$ cat config.mk
export PLATFORM = sky130hd
export DESIGN_NAME = best_times_top_k_insert
export DESIGN_NICKNAME = d
export VERILOG_FILES = /design/src/sv/btk_pkg.sv /design/src/sv/best_times_top_k_insert.sv /design/src/sv/btk_ctrl.sv /design/src/sv/btk_datapath.sv
export SDC_FILE = /design/constraint.sdc
export NUM_CORES = 1
export LEC_CHECK = 0
export ABC_AREA = 0
export BUFFER_PORTS_ARGS = -buffer_cell sky130_fd_sc_hd__buf_4
export CAP_MARGIN = 0
export CORE_MARGIN = 10
export CORE_UTILIZATION = 60
export DETAILED_ROUTE_END_ITERATION = 8
export PLACE_DENSITY = 0.85
export SETUP_SLACK_MARGIN = 0.5
export SKIP_LAST_GASP = 1
export SYNTH_ARGS = -nofsm -noshare
export SYNTH_HDL_FRONTEND = slang
export SYNTH_HIERARCHICAL = 1
export SYNTH_SLANG_ARGS = --single-unit
export TNS_END_PERCENT = 30
$ cat constraint.sdc
create_clock -name clk -period 9.6 [get_ports clk]
set_input_delay 0.96 -clock clk [delete_from_list [all_inputs] [get_ports clk]]
set_output_delay 0.96 -clock clk [all_outputs]
set_load 0.02 [all_outputs]
$ cat src/sv/btk_pkg.sv
`timescale 1ns / 1ps
// Shared constants and the command/status types of the best-times ranking list.
// Used by btk_ctrl, btk_datapath and best_times_top_k_insert.
package btk_pkg;

  localparam int LIST_DEPTH = 10;
  localparam int TIME_W     = 32;
  localparam int SLOT_W     = 4;
  localparam int RANK_W     = 4;
  localparam int SEL_W      = $clog2(LIST_DEPTH);
  localparam int POS_W      = $clog2(LIST_DEPTH + 1);

  typedef struct packed {
    logic             insert;
    logic             load;
    logic             last;
    logic [SEL_W-1:0] rd_idx;
  } btk_cmd_t;

  typedef struct packed {
    logic out_free;
  } btk_stat_t;

endpackage

$ cat src/sv/best_times_top_k_insert.sv
`timescale 1ns / 1ps
// Top level of the best-times ranking list: joins controller and datapath.
// Depends on btk_pkg, btk_ctrl and btk_datapath.
//
// Keeps the ten smallest nonzero times in ascending order. Each beat on the
// input channel (time_ms, in_valid/in_ready) is ranked in the cycle it is
// accepted: it goes behind every entry that is smaller or equal, later
// entries move down one place and the last one drops out. A zero time or one
// that does not beat a full list leaves the list alone and reports placed=0
// with placed_rank=10.
// Every input is answered by a run of ten output beats (out_valid/out_ready),
// slots 0 to 9 in order, the final one flagged by is_last; placed and
// placed_rank repeat on every beat of the run.
// The item is ranked on acceptance; the controller then enters its read state
// and loads the slots through the single read port, one slot per cycle while
// the receiver takes each beat. in_ready is high only between runs, so the
// next item is taken once the last beat is loaded.
// A stalled receiver holds the run where it is; no beat is dropped.
// Reset (rst, synchronous) empties all slots and drops any beat in flight.
module best_times_top_k_insert (
  input  logic                       clk,
  input  logic                       rst,
  input  logic                       in_valid,
  output logic                       in_ready,
  input  logic [btk_pkg::TIME_W-1:0] time_ms,
  output logic                       out_valid,
  input  logic                       out_ready,
  output logic [btk_pkg::SLOT_W-1:0] slot_index,
  output logic [btk_pkg::TIME_W-1:0] slot_time,
  output logic                       placed,
  output logic [btk_pkg::RANK_W-1:0] placed_rank,
  output logic                       is_last
);
  import btk_pkg::*;

  btk_cmd_t  cmd;
  btk_stat_t stat;

  btk_ctrl u_ctrl (
    .clk      (clk),
    .rst      (rst),
    .in_valid (in_valid),
    .in_ready (in_ready),
    .cmd      (cmd),
    .stat     (stat)
  );

  btk_datapath u_datapath (
    .clk         (clk),
    .rst         (rst),
    .cmd         (cmd),
    .stat        (stat),
    .time_ms     (time_ms),
    .out_valid   (out_valid),
    .out_ready   (out_ready),
    .slot_index  (slot_index),
    .slot_time   (slot_time),
    .placed      (placed),
    .placed_rank (placed_rank),
    .is_last     (is_last)
  );

endmodule

$ cat src/sv/btk_ctrl.sv
`timescale 1ns / 1ps
// Controller of the ranking list: takes one time, then walks the readout run.
// Depends on btk_pkg for the command and status types.
module btk_ctrl (
  input  logic              clk,
  input  logic              rst,
  input  logic              in_valid,
  output logic              in_ready,
  output btk_pkg::btk_cmd_t cmd,
  input  btk_pkg::btk_stat_t stat
);
  import btk_pkg::*;

  typedef enum logic {S_IDLE, S_READ} state_t;

  state_t           state;
  logic [SEL_W-1:0] rd_idx;

  assign in_ready   = (state == S_IDLE);
  assign cmd.insert = in_valid && in_ready;
  assign cmd.load   = (state == S_READ) && stat.out_free;
  assign cmd.last   = (rd_idx == SEL_W'(LIST_DEPTH - 1));
  assign cmd.rd_idx = rd_idx;

  always_ff @(posedge clk) begin
    if (rst) begin
      state  <= S_IDLE;
      rd_idx <= '0;
    end else begin
      unique case (state)
        S_IDLE: begin
          if (cmd.insert) begin
            state  <= S_READ;
            rd_idx <= '0;
          end
        end
        S_READ: begin
          if (cmd.load) begin
            if (cmd.last) begin
              state  <= S_IDLE;
              rd_idx <= '0;
            end else begin
              rd_idx <= rd_idx + SEL_W'(1);
            end
          end
        end
        default: state <= S_IDLE;
      endcase
    end
  end

  a_insert_starts_run: assert property (@(posedge clk) disable iff (rst)
    cmd.insert |=> (state == S_READ && rd_idx == '0))
    else $error("insert did not start a readout run at slot zero");

  a_idx_in_range: assert property (@(posedge clk) disable iff (rst)
    rd_idx <= SEL_W'(LIST_DEPTH - 1))
    else $error("readout index beyond the list");

  a_last_returns_idle: assert property (@(posedge clk) disable iff (rst)
    (cmd.load && cmd.last) |=> (state == S_IDLE))
    else $error("controller stayed busy after the last beat");

endmodule

$ cat src/sv/btk_datapath.sv
`timescale 1ns / 1ps
// Datapath of the ranking list: slot registers, parallel compare and shift,
// and the output register. Depends on btk_pkg.
module btk_datapath (
  input  logic                         clk,
  input  logic                         rst,
  input  btk_pkg::btk_cmd_t            cmd,
  output btk_pkg::btk_stat_t           stat,
  input  logic [btk_pkg::TIME_W-1:0]   time_ms,
  output logic                         out_valid,
  input  logic                         out_ready,
  output logic [btk_pkg::SLOT_W-1:0]   slot_index,
  output logic [btk_pkg::TIME_W-1:0]   slot_time,
  output logic                         placed,
  output logic [btk_pkg::RANK_W-1:0]   placed_rank,
  output logic                         is_last
);
  import btk_pkg::*;

  logic [TIME_W-1:0] best_times      [LIST_DEPTH];
  logic [TIME_W-1:0] best_times_next [LIST_DEPTH];
  logic [LIST_DEPTH-1:0] goes_here;
  logic [POS_W-1:0]  pos;
  logic              hit;
  logic              run_placed;
  logic [POS_W-1:0]  run_rank;
  logic              sorted_ok;

  // goes_here is a run of zeros followed by ones, because the list is sorted
  // and its empty slots sit at the tail; the first one marks the new slot.
  always_comb begin
    pos = '0;
    for (int k = 0; k < LIST_DEPTH; k++) begin
      goes_here[k] = (best_times[k] == '0) || (time_ms < best_times[k]);
      pos = pos + POS_W'(!goes_here[k]);
    end
    hit = (time_ms != '0) && (pos != POS_W'(LIST_DEPTH));
  end

  always_comb begin
    for (int k = 0; k < LIST_DEPTH; k++) begin
      if (!goes_here[k]) begin
        best_times_next[k] = best_times[k];
      end else if (k == 0 || !goes_here[(k == 0) ? 0 : k - 1]) begin
        best_times_next[k] = time_ms;
      end else begin
        best_times_next[k] = best_times[(k == 0) ? 0 : k - 1];
      end
    end
  end

  always_ff @(posedge clk) begin
    if (rst) begin
      for (int k = 0; k < LIST_DEPTH; k++) best_times[k] <= '0;
      run_placed <= 1'b0;
      run_rank   <= POS_W'(LIST_DEPTH);
    end else if (cmd.insert) begin
      if (hit) begin
        for (int k = 0; k < LIST_DEPTH; k++) best_times[k] <= best_times_next[k];
      end
      run_placed <= hit;
      run_rank   <= hit ? pos : POS_W'(LIST_DEPTH);
    end
  end

  assign stat.out_free = !out_valid || out_ready;

  always_ff @(posedge clk) begin
    if (rst) begin
      out_valid <= 1'b0;
    end else if (cmd.load) begin
      out_valid <= 1'b1;
    end else if (out_ready) begin
      out_valid <= 1'b0;
    end
  end

  always_ff @(posedge clk) begin
    if (cmd.load) begin
      slot_index  <= SLOT_W'(cmd.rd_idx);
      slot_time   <= best_times[cmd.rd_idx];
      placed      <= run_placed;
      placed_rank <= RANK_W'(run_rank);
      is_last     <= cmd.last;
    end
  end

  always_comb begin
    sorted_ok = 1'b1;
    for (int k = 0; k < LIST_DEPTH - 1; k++) begin
      if (best_times[k + 1] != '0 &&
          (best_times[k] == '0 || best_times[k] > best_times[k + 1])) begin
        sorted_ok = 1'b0;
      end
    end
  end

  a_list_sorted: assert property (@(posedge clk) disable iff (rst) sorted_ok)
    else $error("ranking list lost its order or has a hole");

  a_load_when_free: assert property (@(posedge clk) disable iff (rst)
    cmd.load |-> stat.out_free)
    else $error("output beat overwritten before it was taken");

  a_last_index: assert property (@(posedge clk) disable iff (rst)
    (out_valid && is_last) |-> (slot_index == SLOT_W'(LIST_DEPTH - 1)))
    else $error("last flag on a slot other than the final one");

endmodule
# Word level (Yosys, flattened, before mapping)
# Memories as Yosys holds them, arrays and structs flattened. A register that Yosys moved wholly into a read port is not among the register bits.
# Cells that the tools add are included.
dict set report word_totals {
  rom_bits 0
  mem_count 1
  input_bits 36
  elab_cells 129
  ramBits 320
  latch_bits 0
  register_bits 21
  out_inout_bits 44
}
dict set report op_classes {
  eq_ne 4
  n_mul 0
  reduce_logical 38
  magnitude_cmp 10
  add_sub_neg 10
  mux 46
  bitwise 11
  div_mod_pow 0
  shifts 0
}
# memory words width rd rd_clocked_by_memory_dff write_ports line
set mem_list {}
lappend mem_list {u_datapath.best_times 10 32 11 1 10 btk_datapath.sv:20} ;# logic [TIME_W-1:0] best_times [LIST_DEPTH];
# op n
set op_table {}
lappend op_table {{$mux 32} 29}
lappend op_table {{$logic_not 32->1} 10}
lappend op_table {{$lt 32x32->1} 10}
lappend op_table {{$add 4x1->4} 8}
lappend op_table {{$reduce_bool 32->1} 1}
lappend op_table {{$mux 4} 4}
lappend op_table {{$logic_not 1->1} 11}
lappend op_table {{$logic_or 1x1->1} 11}
lappend op_table {{$mux 1} 11}
lappend op_table {{$or 1x1->1} 10}
lappend op_table {{$pmux 4 s2} 1}
lappend op_table {{$add 4x1->4 const B} 1}
lappend op_table {{$eq 4x4->1 const B} 1}
lappend op_table {{$ne 2x2->1 const B} 2}
lappend op_table {{$ne 4x4->1 const B} 1}
lappend op_table {{$logic_and 1x1->1} 3}
lappend op_table {{$add 1x1->2} 1}
lappend op_table {{$pmux 1 s2} 1}
lappend op_table {{$reduce_and 2->1} 1}
lappend op_table {{$reduce_bool 2->1} 1}
lappend op_table {{$not 1->1} 1}

# Longest topological paths before layout
# Gate-level depths: netlist of the first run.
# An unclocked memory read counts as a cell.
dict set report depth {
  depth_word 20
  ltp_mapped 27
}

# Cells and area by module
# The synthesis of the first run kept the hierarchy.
# module area_per_inst_um2 n_inst seq_area_each_um2 cells_per_inst
set modules_own_cells {}
lappend modules_own_cells {btk_datapath 27821.7 1 10990.5 2701}
lappend modules_own_cells {btk_ctrl 274.0 1 100.1 32}

# Least setup slack after synthesis of the first run
# OpenSTA, ideal clock, no wires.
dict set report synth_timing {
  path_type {input to register}
  start {input time_ms[7] in the netlist's numbering}
  end {memory u_datapath.best_times[3][0], enable pin}
  required_ps 9134
  t_arrival_ps 7614
  n_path_buf 2
  slack_ps 1520
  setup_time_ps 466
  stages 22
  path_cell_list {ha_1 nand2_1 nor3_1 a21oi_1 o41ai_1 and2_1 buf_2 buf_2 o21ai_0 fa_1 inv_1 fa_1 inv_1 fa_1 inv_1 ha_1 fa_1 nand2_1 o41ai_1 nor2_1 nand2_1 o21ai_0}
}
# element line
set synth_lines {}
lappend synth_lines {{start: declaration} best_times_top_k_insert.sv:25} ;# input logic [btk_pkg::TIME_W-1:0] time_ms,
lappend synth_lines {{end: declaration} btk_datapath.sv:20}

==> run metrics, run 1 <==
first-pass GRT wire length 138000 um; Async S/R FF share, synth 0; Post-DP HPWL 66900 um; Setup-failing EPs final 0; hold path depth 0; worst-path maximum fanout 78; Root Driver clkbuf_16; Reg-to-Reg Start u_datapath/best_times[3][28]; Worst Setup SP time_ms[28]; Synth Instances 2733; total gr overflow 0; Worst Hold End u_datapath/placed_rank[1]; FMAX 136 MHz; register area share after synthesis 0.395; EDFF count, synth 362; Least-Margin Pin Slew 1110 ps; Max transition margin 0.261; hold path startpoint u_datapath/run_rank[1]; total number of vias 23634; Synth top area share 0.387; Req. time, crit path 10000 ps; RSZ-0062 raised after global routing false; ANT nets after route 0; Tot GR Track Use 0.317; min Tclk post-route 7340 ps; CTS Hold Buffers Added 0; placed inst area 29000 um^2; # fillers 3597; row count 79; # IOs 80; initial antenna violation count 1; Hold Fails Final Rpt 0; max-cap violations 0; R2R depth 21; Detailed Routing Iterations Pass 1 6; cell area after synthesis 28100 um^2; CP Capture Type flop; CTS sink count 373; Yosys cell types 69; Fin Setup TNS 0 ps; total CTS buffers 42; Final Max Tran Viols 0; status finished, final reports clean; die width 236 um; routed vias/inst 6.95; flops & latches, synth 373; crit path DAT 7740 ps; Setup CP Type primary input to flop; largest net degree at the start of global routing 119; Peak VDD IR 0.181 mV; Clock Pin Slew Worst Setup and Hold Paths 60 ps; die footprint 55900 um^2; Power Density 202 nW/um^2; post_cts resized 0; fin crit share 0.765; TritonCTS clock tree done; Final nets 3119; Ant. Diodes 0; share of cells above drive strength 1 0.104; R2R Setup Slk 2320 ps; post-synth top area cell edfxtp_1; Post-Route WL 92100 um; Syn-to-layout area delta 8.13%; initial core utilization 0.605; RePlAce Congestion 0.994; leak pwr 12.7 nW; post-CTS setup buffer count 0; worst-case clock skew 25.2 ps; dominant synthesized flop cell edfxtp_1; top cells by area, synth edfxtp_1, ha_1, mux2i_1; Remaining DRCs 0; nature of the critical path startpoint primary input; final hold slack 437 ps; Max clock buf depth 3; syn avg cell area 10.3 um^2; vias in the first global route 22942; Port Buf Inserts 79; r2r endpoint u_datapath/best_times[7][1]; drt initial violations 3497; Avg WL per Cell 27.1 um; Synth Warn # 6; CTS H-tree depth 2; syn_nets 3089; Core Region 46500 um^2; worst hold path class flop to flop; Clock Latency Late Sink 580 ps; final instance area 30400 um^2; Die H 236 um
Yosys cell counts (all sizes together), types with 3 or more instances:
library cell    n
mux4           64
nor4           94
o21ai          38
ha            314
o31ai           4
a21o           29
nor3           12
a221o           3
a2111oi         8
nor2           74
a21boi          5
nand2b          8
or3             3
nand3         101
o22ai           5
and2            3
fa              6
and3           34
or2             4
nor3b           3
o21a           12
nand3b          3
clkbuf         55
dfxtp          11
mux2i         289
o211ai         37
a221oi         17
a31oi           3
buf            70
a211oi         46
a21oi         140
nor2b           3
inv           372
edfxtp        362
nand2         399
and4           20
o21bai          5
nand4          51
sequential cells by signal, summed over array words and instances, names as in the netlist:
name,count
u_datapath/run_placed,1
u_datapath/slot_time,32
u_datapath/is_last,1
u_datapath/placed,1
u_datapath/run_rank,4
u_datapath/out_valid,1
u_datapath/slot_index,4
u_datapath/placed_rank,4
u_ctrl/rd_idx,4
u_ctrl/state,1
u_datapath/best_times,320
critical path, cell delays in order:
cell and delay (ps):
buf_4 190, ha_1 330, and2_1 180, nand3_1 120, a31oi_1 260, o21a_1 910, o21ai_0 260, fa_1 540
inv_1 50, fa_1 490, inv_1 60, fa_1 510, inv_1 50, ha_1 220, fa_1 470, nand2_1 100
o41ai_1 110, a211oi_4 250, buf_4 690, nand2_1 560, mux2i_1 330
metal layers:
layer,part of all wire,up-vias,GRT usage
met5,0.00013,-,0
met4,0.055,2,0.168
met3,0.14,316,0.0747
met2,0.45,1835,0.490
met1,0.36,11409,0.406
li1,-,10072,-
stage by stage:
stage	util	power, mW	worst slack [ps]	instances
after CTS	0.654	6.05	2440	3403
final	0.654	6.12	2260	3403
after global routing	0.654	6.34	1930	3403
after floorplan	-	3.70	1520	2733
after detailed placement	0.624	4.39	1860	3326
after global placement	0.624	4.29	2050	3326
layout by cell type, fill, tap and decap left out, drive strengths merged, types with 5 or more instances in the layout:
cell type  netlist  layout
nand2          399     399
o21ai           38      38
nor2            74      74
mux4            64      64
a2111oi          8       8
o22ai            5       5
a221oi          17      17
inv            372     373
and4            20      20
ha             314     314
edfxtp         362     362
nand3          101     101
bufinv           0       5
nor3            12      12
buf             70     111
nand4           51      51
a21o            29      29
clkinv           0      12
mux2i          289     289
and3            34      34
o211ai          37      37
a211oi          46      46
dfxtp           11      11
a21oi          140     140
fa               6       6
clkbuf          55      57
a21boi           5       5
nor4            94      94
nand2b           8       8
o21bai           5       5
o21a            12      12
layout make-up:
class / instances / area [um^2] / share of cell area
clock buffers: 57 / 1170 / 0.0385
clock inverters: 20 / 233 / 0.00766
repair buffers: 111 / 858 / 0.0283
well taps: 607 / 759 / 0.0250
multi-input cells: 1863 / 14900 / 0.489
inverters: 372 / 1400 / 0.0460
flip-flops and latches: 373 / 11100 / 0.365
report_power, final:
| part | leakage [nW] | internal, mW | switching (mW) | total, mW |
|---|---|---|---|---|
| combinational | 8.19 | 0.755 | 1.27 | 2.03 |
| clock | 0.684 | 0.988 | 0.686 | 1.67 |
| sequential | 3.87 | 2.12 | 0.302 | 2.42 |
| total | 12.7 | 3.86 | 2.26 | 6.12 |
worst max-delay path by stage:
stage | to | slack [ps] | depth (start not counted)
after global placement | u_datapath/best_times[8][29] | 2050 | 22
after floorplan | u_datapath/best_times[3][0] | 1520 | 22
final | u_datapath/best_times[7][1] | 2260 | 21
after detailed placement | u_datapath/best_times[9][31] | 1860 | 22
after global routing | u_datapath/best_times[9][31] | 1930 | 22
after CTS | u_datapath/best_times[9][31] | 2440 | 22
cells by family (layout without fill, tap and decap cells):
group	count (synthesis)	after routing	synth area share
AOI/OAI and AO/OA	372	372	0.0882
and+or+nand+nor	817	817	0.139
buffers and inverters	497	560	0.0791
adders and majority gates	320	320	0.144
DFF	373	373	0.395
xor gates and xnor gates	1	1	0.000312
muxes	353	353	0.154
Power figures use the tool's default switching activity.
==> run 2, diff against run 1 <==
clock period = 7.3 ns   (was 9.6 ns; I/O delays follow)
==> run metrics, run 2 (synthesis gave the netlist of run 1 again) <==
ANT nets after route 0 (unchanged); most frequent cells in the layout nand2_1, inv_1, edfxtp_1; Hold Fails Final Rpt 0 (unchanged); Detailed Routing Iterations Pass 1 8 (+2); most common cell after layout, fill and taps aside nand2_1; hold path depth 0 (unchanged); # IOs 80 (unchanged); Remaining DRCs 0 (unchanged); CTS sink count 373 (unchanged); Post-Place Cells 3351 (+0.75%); max-cap violations 0 (unchanged); Post-Route WL 91100 um (-1.0%); Peak VDD IR 0.227 mV (+25%); Root Driver clkbuf_16; vias in the first global route 23094 (+0.66%); Finished Layout Cells 3428 (+0.73%); Clock Latency Late Sink 600 ps (+20 ps); Final Total Pwr 8.22 mW (+34%); Req. time, crit path 7710 ps (-2290 ps); fin crit share 0.895; Core Region 46500 um^2 (unchanged); r2r endpoint u_datapath/best_times[8][3]; total CTS buffers 42 (unchanged); Setup-failing EPs final 0 (unchanged); drt initial violations 3538 (+1.2%); CP Capture Type flop; Least-Margin Pin Slew 1050 ps (-55.9 ps); Setup CP Type primary input to flop; crit path DAT 6950 ps (-790 ps); Final nets 3144 (+0.80%); die width 236 um (unchanged); biggest regs u_datapath/best_times (320), u_datapath/slot_time (32); initial antenna violation count 0 (-1); total number of vias 23534 (-0.42%); Post-DP HPWL 67000 um (about the same); Tot GR Track Use 0.314 (-0.00253); leak pwr 13.0 nW (+1.7%); Die H 236 um (unchanged); Power Density 267 nW/um^2 (+32%); Reg-to-Reg Start u_datapath/best_times[9][29]; worst-case clock skew 34.8 ps (+9.65 ps); row count 79 (unchanged); RSZ-0062 raised after global routing false; CTS H-tree depth 2 (unchanged); Max clock buf depth 3 (unchanged); final hold slack 444 ps (+6.84 ps); routed vias/inst 6.87 (-1.1%); Reg with most FFs u_datapath/best_times; worst hold path class flop to flop; # fillers 3470 (-3.5%); Port Buf Inserts 79 (unchanged); post-CTS setup buffer count 0 (unchanged); R2R Setup Slk 860 ps (-1460 ps); final instance area 30800 um^2 (+1.4%); hold path startpoint u_ctrl/rd_idx[3]; Avg WL per Cell 26.6 um (-1.7%); R2R depth 23 (+9.5%); initial core utilization 0.605 (unchanged); die footprint 55900 um^2 (unchanged); Clock Pin Slew Worst Setup and Hold Paths 60 ps (about the same); Worst Hold End u_datapath/slot_index[3]; first-pass GRT wire length 137000 um (-0.58%); Max transition margin 0.298 (+0.0373); nature of the critical path startpoint primary input; placed inst area 29300 um^2 (+1.2%); FMAX 153 MHz; TritonCTS clock tree done; Syn-to-layout area delta 9.70%; status finished, final reports clean; worst-path maximum fanout 58 (-26%); total gr overflow 0 (unchanged); RePlAce Congestion 1.01 (+1.8%); Ant. Diodes 0 (unchanged); min Tclk post-route 6540 ps; Final Max Tran Viols 0 (unchanged); share of cells above drive strength 1 0.114 (+0.00971); largest net degree at the start of global routing 69 (-42%); Largest register FFs 320 (unchanged)
==> run 2: area by class of cell <==
cell class                 count  area [um^2]  share of cell area
clock buffer                  46         1090              0.0353
sequential                   373        11100               0.360
multi-input combinational   1863        14900               0.483
timing repair buffer         136         1200              0.0388
clock inverter                31          398              0.0129
tap                          607          759              0.0246
inverter                     372         1400              0.0453
==> run 2: critical path, stage by stage <==
cell and delay [ps]:
buf_4 180, buf_4 220, ha_1 310, and4_1 230, nand3_1 180, nor4_4 390
o21ai_0 300, a31o_2 350, fa_1 490, inv_1 110, fa_1 500, inv_1 50
fa_1 500, inv_1 50, ha_1 220, fa_1 460, nand2_1 90, o41ai_1 70
buf_4 150, a211oi_4 370, buf_12 300, buf_4 200, nand2_2 210, mux2i_1 240
==> run 2: per-layer routing <==
| layer | GRT usage | part of all wire |
|---|---|---|
| met1 | 0.403 | 0.37 |
| met2 | 0.487 | 0.45 |
| met3 | 0.0736 | 0.13 |
| met4 | 0.167 | 0.057 |
| met5 | 0 | 0 |
==> run 2: worst max path at each step <==
stage | startpoint | to | slack, ps | cells after the start
CTS | time_ms[31] | u_datapath/best_times[7][2] | 740 | 23
finish | time_ms[31] | u_datapath/best_times[8][3] | 760 | 24
floorplan | time_ms[7] | u_datapath/best_times[0][0] | 820 | 22
detailed placement | time_ms[31] | u_datapath/best_times[7][2] | -150 | 23
global route | time_ms[31] | u_datapath/best_times[9][3] | 580 | 24
global placement | time_ms[31] | u_datapath/best_times[4][4] | -30 | 24
==> run 2: power by group <==
part	leakage (nW)	internal (mW)	switching (mW)
Sequential	3.87	2.78	0.383
Combinational	8.38	1.03	1.69
Clock	0.710	1.40	0.931
Total	13.0	5.22	3.01
==> run 2: metrics by stage <==
step / setup WS, ps / utilization / setup TNS (ps)
finish: 763 / 0.663 / 0
global route: 579 / 0.663 / 0
CTS: 736 / 0.663 / 0
detailed placement: -153 / 0.631 / -11720
global placement: -26.8 / 0.631 / -48.9
floorplan: 824 / - / 0
==> run 2: what timing repair did <==
action | 4_1_cts | 5_1_grt
endpoints found under the setup margin | 29 | 18
resized for setup | 1 | 3
pin swaps | 0 | 0
hold buffers | 0 | 0
